===== src/rtl/fsr_pkg.sv =====
`timescale 1ns / 1ps
// ----------------------------------------------------------------------------
// fsr_pkg: shared types, constants and fuel model table
// Fixed-point coefficients of the spread rate datapath and the per-model ROM.
// ----------------------------------------------------------------------------
package fsr_pkg;

  localparam int FSR_FUEL_MODELS = 13;
  localparam int FSR_ROM_ENTRIES = 13;

  localparam int FSR_DIV_NUM_W = 64;
  localparam int FSR_DIV_DEN_W = 27;
  localparam int FSR_DIV_QUO_W = 32;

  localparam logic [62:0] FSR_S_CAP    = 63'h4000_0000_0000_0000;
  localparam logic [16:0] FSR_ONE      = 17'd65536;
  localparam logic [15:0] FSR_WIND_K   = 16'd50394;
  localparam logic [26:0] FSR_Q_BASE   = 27'd16384000;
  localparam logic [10:0] FSR_Q_GAIN   = 11'd1116;

  // ceil(2^66 / 1000000): exact floor division by 1000000 for 46-bit inputs
  localparam logic [46:0] FSR_SLOPE_RCP = 47'd73786976294839;

  localparam logic [17:0] FSR_ETA_A = 18'd169738;
  localparam logic [18:0] FSR_ETA_B = 19'd334889;
  localparam logic [17:0] FSR_ETA_C = 18'd230687;

  localparam logic [12:0] FSR_EXP_C3 = 13'd5190;
  localparam logic [13:0] FSR_EXP_C2 = 14'd14752;
  localparam logic [15:0] FSR_EXP_C1 = 16'd45593;
  localparam logic signed [24:0] FSR_EXP_BIAS = 25'sd1048576;
  localparam logic [8:0] FSR_K_MAX = 9'd45;

  typedef struct packed {
    logic [14:0]        mx;
    logic [48:0]        pr;
    logic signed [22:0] kwl;
    logic [18:0]        bw;
    logic [17:0]        ks;
  } fsr_rom_t;

  function automatic fsr_rom_t fsr_rom(input logic [3:0] idx);
    fsr_rom_t r;
    case (idx)
      4'd1:    r = '{15'd9830,  49'd32647807,        -23'sd1965595, 19'd257836, 18'd83024};
      4'd2:    r = '{15'd16384, 49'd4250822,         -23'sd1963518, 19'd257836, 18'd146570};
      4'd3:    r = '{15'd13107, 49'd1592590,         -23'sd1411750, 19'd190596, 18'd128909};
      4'd4:    r = '{15'd13107, 49'd239614,          -23'sd1407490, 19'd190596, 18'd157379};
      4'd5:    r = '{15'd16384, 49'd531542,          -23'sd1412347, 19'd190596, 18'd125381};
      4'd6:    r = '{15'd26214, 49'd442692,          -23'sd1410499, 19'd190596, 18'd136683};
      4'd7:    r = '{15'd19661, 49'd451169500000000, -23'sd1967482, 19'd257836, 18'd49459};
      4'd8:    r = '{15'd16384, 49'd454937805,       -23'sd2127423, 19'd277107, 18'd70333};
      4'd9:    r = '{15'd16384, 49'd3047686,         -23'sd1614558, 19'd214995, 18'd78882};
      4'd10:   r = '{15'd9830,  49'd605907,          -23'sd1422452, 19'd190596, 18'd78129};
      4'd11:   r = '{15'd13107, 49'd2521596,         -23'sd1422249, 19'd190596, 18'd78863};
      4'd12:   r = '{15'd16384, 49'd7575044,         -23'sd1423881, 19'd190596, 18'd73073};
      default: r = '{15'd7864,  49'd1288195,         -23'sd1962987, 19'd257836, 18'd169628};
    endcase
    return r;
  endfunction

endpackage


===== src/rtl/fsr_div.sv =====
`timescale 1ns / 1ps
// ----------------------------------------------------------------------------
// fsr_div: pipelined restoring divider
// One quotient bit per stage; the quotient must fit in QUO_W bits.
// ----------------------------------------------------------------------------
module fsr_div
  import fsr_pkg::*;
#(
  parameter int NUM_W = FSR_DIV_NUM_W,
  parameter int DEN_W = FSR_DIV_DEN_W,
  parameter int QUO_W = FSR_DIV_QUO_W
) (
  input  logic             clk,
  input  logic             ce,
  input  logic [NUM_W-1:0] num,
  input  logic [DEN_W-1:0] den,
  output logic [QUO_W-1:0] quo
);

  logic [DEN_W-1:0] rem_r [QUO_W];
  logic [DEN_W-1:0] den_r [QUO_W];
  logic [QUO_W-1:0] low_r [QUO_W];
  logic [QUO_W-1:0] quo_r [QUO_W];

  for (genvar gi = 0; gi < QUO_W; gi++) begin : g_st
    logic [DEN_W-1:0] rp;
    logic [DEN_W-1:0] dp;
    logic [QUO_W-1:0] lp;
    logic [QUO_W-1:0] qp;
    logic [DEN_W:0]   t;
    logic             ge;
    if (gi == 0) begin : g_first
      assign rp = DEN_W'(num >> QUO_W);
      assign dp = den;
      assign lp = num[QUO_W-1:0];
      assign qp = '0;
    end else begin : g_rest
      assign rp = rem_r[gi-1];
      assign dp = den_r[gi-1];
      assign lp = low_r[gi-1];
      assign qp = quo_r[gi-1];
    end
    assign t  = {rp, lp[QUO_W-1]};
    assign ge = t >= {1'b0, dp};
    always_ff @(posedge clk) begin
      if (ce) begin
        rem_r[gi] <= ge ? DEN_W'(t - {1'b0, dp}) : t[DEN_W-1:0];
        den_r[gi] <= dp;
        low_r[gi] <= lp << 1;
        quo_r[gi] <= {qp[QUO_W-2:0], ge};
      end
    end
  end

  assign quo = quo_r[QUO_W-1];

endmodule


===== config.mk =====
export PLATFORM = sky130hd
export DESIGN_NAME = fsr_div
export DESIGN_NICKNAME = d
export VERILOG_FILES = /design/src/rtl/fsr_pkg.sv /design/src/rtl/fsr_div.sv
export SDC_FILE = /design/constraint.sdc
export NUM_CORES = 2
export LEC_CHECK = 0
export BUFFER_PORTS_ARGS = -buffer_cell sky130_fd_sc_hd__buf_4
export CORE_MARGIN = 8
export CORE_UTILIZATION = 50
export DETAILED_ROUTE_END_ITERATION = 16
export PLACE_DENSITY = 0.68
export SLEW_MARGIN = 30
export SYNTH_ARGS = -nofsm -noshare
export SYNTH_HDL_FRONTEND = slang
export SYNTH_SLANG_ARGS = --single-unit

===== constraint.sdc =====
create_clock -name clk -period 3.7 [get_ports clk]
set_clock_uncertainty 0.1 [all_clocks]
set_input_delay 0.37 -clock clk [delete_from_list [all_inputs] [get_ports clk]]
set_output_delay 0.37 -clock clk [all_outputs]
set_load 0.02 [all_outputs]

-- Word-level counts from Yosys, hierarchy flattened
Memories as Yosys holds them, arrays and structs flattened.
Index checks and enable logic that the tools add are counted.
- $lt $le $gt $ge: 32
- muxes and demuxes: 34
- $add $sub $neg: 32
- operator list (cell ; number):
    $ge A28 B27 Y1 ; 32
    $mux W27 ; 32
    $sub A27 B27 Y27 ; 32
    $mux W1 ; 2
- output and inout bits: 32
- memories: 4
- bits of input ports: 93
- flip-flop bits (word level): 0
- bits in writable memories: 3744
- word-level logic and storage cells: 102
- memories (name ; depth ; width ; read ports ; clocked after Yosys merged registers in ; write ports ; line ; source):
    quo_r ; 32 ; 32 ; 32 ; 0 ; 32 ; fsr_div.sv:23 ; logic [QUO_W-1:0] quo_r [QUO_W];
    low_r ; 32 ; 31 ; 31 ; 0 ; 32 ; fsr_div.sv:22 ; logic [QUO_W-1:0] low_r [QUO_W];
    den_r ; 32 ; 27 ; 31 ; 0 ; 32 ; fsr_div.sv:21 ; logic [DEN_W-1:0] den_r [QUO_W];
    rem_r ; 32 ; 27 ; 31 ; 0 ; 32 ; fsr_div.sv:20 ; logic [DEN_W-1:0] rem_r [QUO_W];

-- Longest topological paths before layout
An unclocked memory read counts as a cell.
- depth after elaboration: 3
- depth in mapped cells: 15
- depth with buffers taken out: 13

-- Worst setup path after synthesis
OpenSTA, ideal clock, no wires.
- kind: register to register
- start: mem den_r[1][324] (netlist name)
- end: mem rem_r[1][371] (netlist name), data pin
- period minus slack after synthesis: 3487 ps
- buffers on the path: 1
- cell stages (with the launch flop): 14
- library setup time: 262 ps
- data arrival time: 3125 ps
- setup slack: 213 ps
- data required time: 3338 ps
- cell sequence: edfxtp_1 -> ha_1 -> fa_1 -> nor2b_1 -> o21bai_1 -> a31oi_1 -> o21ai_2 -> o31ai_2 -> a221oi_4 -> o41ai_1 -> a211oi_2 -> o21ai_4 -> buf_4 -> mux2_1
- RTL lines (element ; line):
    from (decl) ; fsr_div.sv:21
    to (decl) ; fsr_div.sv:20

==> impl_results.md <==
* Row cnt at 190
* Initial DRT Pass Iterations at 8
* Reg power frac at 35.3%
* Crit path launch type: input pin
* Arrival @ worst endpoint at 4.21 ns
* Die W at 533 um
* Sink Count at 2698
* Post-route cell area at 154000 um2
* Maximum root-to-sink buffer count at 4
* Mapped Area at 134000 um2
* Sw Ratio at 35.1%
* H-tree Lvls at 5
* HPWL Detailed at 205000 um
* Sw power at 47.6 mW
* Top post-synthesis cells by area: edfxtp_1, ha_1, a21oi_1
* IO buf count at 119
* Filler instances at 21423
* Post-synth EDFFs at 2698
* Period Utilization, post-route at 99.7%
* Max Cap Viol at 0
* Area fraction of the dominant cell type after synthesis at 60.5%
* Pins Over Slew Limit at 0
* Placer Congestion at 0.929
* Vias in the first global route at 84261
* Count leader, synth: edfxtp_1
* Nets at 12447
* Synth-to-Final Area Change at 15.2%
* Largest net degree at the start of global routing at 145
* Busiest grt layer: met2
* CP required at 4.22 ns
* CTS clock-pin slew for the worst setup and hold paths at 0.06 ns
* PwrDens at 881 nW/um2
* Core area at 267000 um2
* Sequential area share after synthesis at 60.5%
* Final hold violations at 0
* Final setup violating endpoints at 0
* Grt ovf at 0
* Met2 GRT Util at 34.2%
* Final TNS setup at 0 ns
* Setup crit end kind: register
* Num CTS Buffers at 299
* Placed inst area at 142000 um2
* Clock power share at 21.7%
* Netlist cell types at 103
* CP Class: input pin to register
* Crit-path max FO at 19
* Min cycle time layout at 3.69 ns
* Routed WL at 286000 um
* GR Util met3 at 2.28%
* Syn nets at 11695
* Wirelength per Cell at 18.7 um
* Drt initial violations at 6044
* Combinational share of power at 43.0%
* Die height at 533 um
* Maximum vdd drop at 413 uV
* CTS tree: yes
* GRT Total Usage at 19.2%
* Overall Power at 136 mW
* Internal Pwr Total at 88.2 mW
* Synth warn at 0
* I/O Pins at 125
* Async SR Flop Fraction at 0%
* RSZ-0062 raised after global routing: yes
* HP Class: input pin to register
* Worst-Margin Slew at 1.18 ns
* Vias at 85016
* DRC viols at 0
* Yosys top cell by area: edfxtp_1
* Starting density of the core at 50.1%
* Die ar. at 285000 um2
* Core Util, Final at 57.7%
* FMAX at 0.271 GHz
* Vias/cell at 5.57
* Syn avg cell area at 12.5 um2
* Hold WS at 0.0996 ns
* Status: finished, final reports clean
* GRT met1 Usage at 24.4%
* Worst-skew pair later-pin latency at 0.89 ns
* First-pass GRT wire length at 449000 um
* Clock Tree Root: clkbuf_16
* Initial antenna violation count at 2
* Remaining antenna violation count after routing at 0
* Rel. slew slack at 20.6%
* Share of cells above drive strength 1 at 12.7%
* Commonest cells in the netlist: edfxtp_1, inv_1, a21oi_1, ha_1, nand2_1
* Ys flop type: edfxtp_1
* Leak at 61.6 nW
* R2R setup slack at 0.08 ns
* Synth Instances at 10707
* Synth Register Bits at 2698
==> critical path, cell delays in order <==
cell,delay (ns)
dlygate4sd3_1,0.54
buf_4,0.15
ha_1,0.21
fa_1,0.43
nor2b_2,0.15
o31ai_1,0.09
a31oi_1,0.32
a221o_1,0.29
a21oi_1,0.14
o21bai_1,0.26
o21a_2,0.20
buf_12,0.16
mux2_2,0.34
dlygate4sd3_1,0.54
==> cells by family after synthesis <==
| family | count (synthesis) | share of synthesized area [%] |
|---|---|---|
| xor gates and xnor gates | 697 | 4.56 |
| muxes | 334 | 2.84 |
| DFF | 2698 | 60.5 |
| buffers and inverters | 1294 | 3.72 |
| AOI/OAI and AO/OA | 2696 | 12.5 |
| adders and majority gates | 895 | 8.54 |
| and+or+nand+nor | 2093 | 7.29 |
==> registers in the layout (all words and copies together), names as in the netlist <==
name	cells
rem_r	837
low_r	496
quo_r	528
den_r	837
==> metrics by stage <==
| stage | setup WS, ns | std cells |
|---|---|---|
| CTS | 0.00199 | 15199 |
| global placement | -0.0740 | 14572 |
| detailed placement | -0.138 | 14572 |
| floorplan | 0.213 | 10707 |
| global route | -0.0559 | 15250 |
| finish | 0.0122 | 15250 |
==> worst paths after layout <==
path                      startpoint                       to  depth (start not counted)
max reg2reg  den_r[1][216]$_DFFE_PP_  rem_r[1][258]$_DFFE_PP_                         13
min reg2reg  low_r[0][306]$_DFFE_PP_  low_r[0][338]$_DFFE_PP_                          0
max                           den[0]    rem_r[0][7]$_DFFE_PP_                         14
min                          num[27]   low_r[0][27]$_DFFE_PP_                          2
==> layout by cell type, fill, tap and decap left out, drive strengths merged, types with 39 or more instances in the layout <==
cell / synthesis / layout
edfxtp: 2698 / 2698
inv: 1084 / 1100
a21oi: 866 / 866
ha: 864 / 864
nand2: 720 / 720
o21ai: 716 / 717
nor2: 570 / 570
buf: 67 / 563
xnor2: 432 / 432
clkbuf: 143 / 364
a21o: 337 / 337
mux2: 311 / 311
xor2: 265 / 265
nand3: 131 / 131
o21a: 131 / 131
nor2b: 127 / 127
nand4: 126 / 126
clkinv: 0 / 112
nand2b: 106 / 106
o21bai: 100 / 100
nor3: 89 / 90
dlygate4sd3: 0 / 87
a31oi: 80 / 80
and3: 66 / 66
a211oi: 60 / 60
o31a: 45 / 45
o31ai: 41 / 41
o211ai: 39 / 39
==> power groups by stage <==
stage / combinational (mW) / clock (mW) / sequential, mW
after CTS: 55.9 / 30.5 / 48.1
after detailed placement: 55.2 / 0 / 48.6
after floorplan: 41.1 / 0 / 46.2
final: 58.4 / 29.5 / 48.0
after global placement: 53.6 / 0 / 48.6
after global routing: 64.6 / 31.5 / 48.6
==> cell type report <==
class / instances / area (um2) / share of cell area [%]
multi-input cells: 6717 / 48900 / 31.7
well taps: 3552 / 4440 / 2.88
flip-flops and latches: 2698 / 81000 / 52.5
clock inverters: 180 / 1960 / 1.27
clock buffers: 355 / 7760 / 5.03
inverters: 1084 / 4070 / 2.64
repair buffers: 659 / 6020 / 3.91
diodes: 5 / 12.5 / 0.00811
==> layer usage <==
| metal | share of wire (%) | vias up |
|---|---|---|
| met5 | 0 | - |
| met4 | 3.4 | 0 |
| met3 | 4.5 | 614 |
| met2 | 50 | 2197 |
| met1 | 42 | 41138 |
| li1 | - | 41067 |
==> what timing repair did <==
item                                    4_1_cts  5_1_grt
pin swaps                                     4       46
gates cloned                                  2       10
setup buffers                                 3       36
endpoints found under the setup margin      126      580
gates resized for setup                      20      182
hold buffers                                 87        0
hold endpoints to repair                    117        0
No activity file was read; power rests on OpenSTA's default activity.
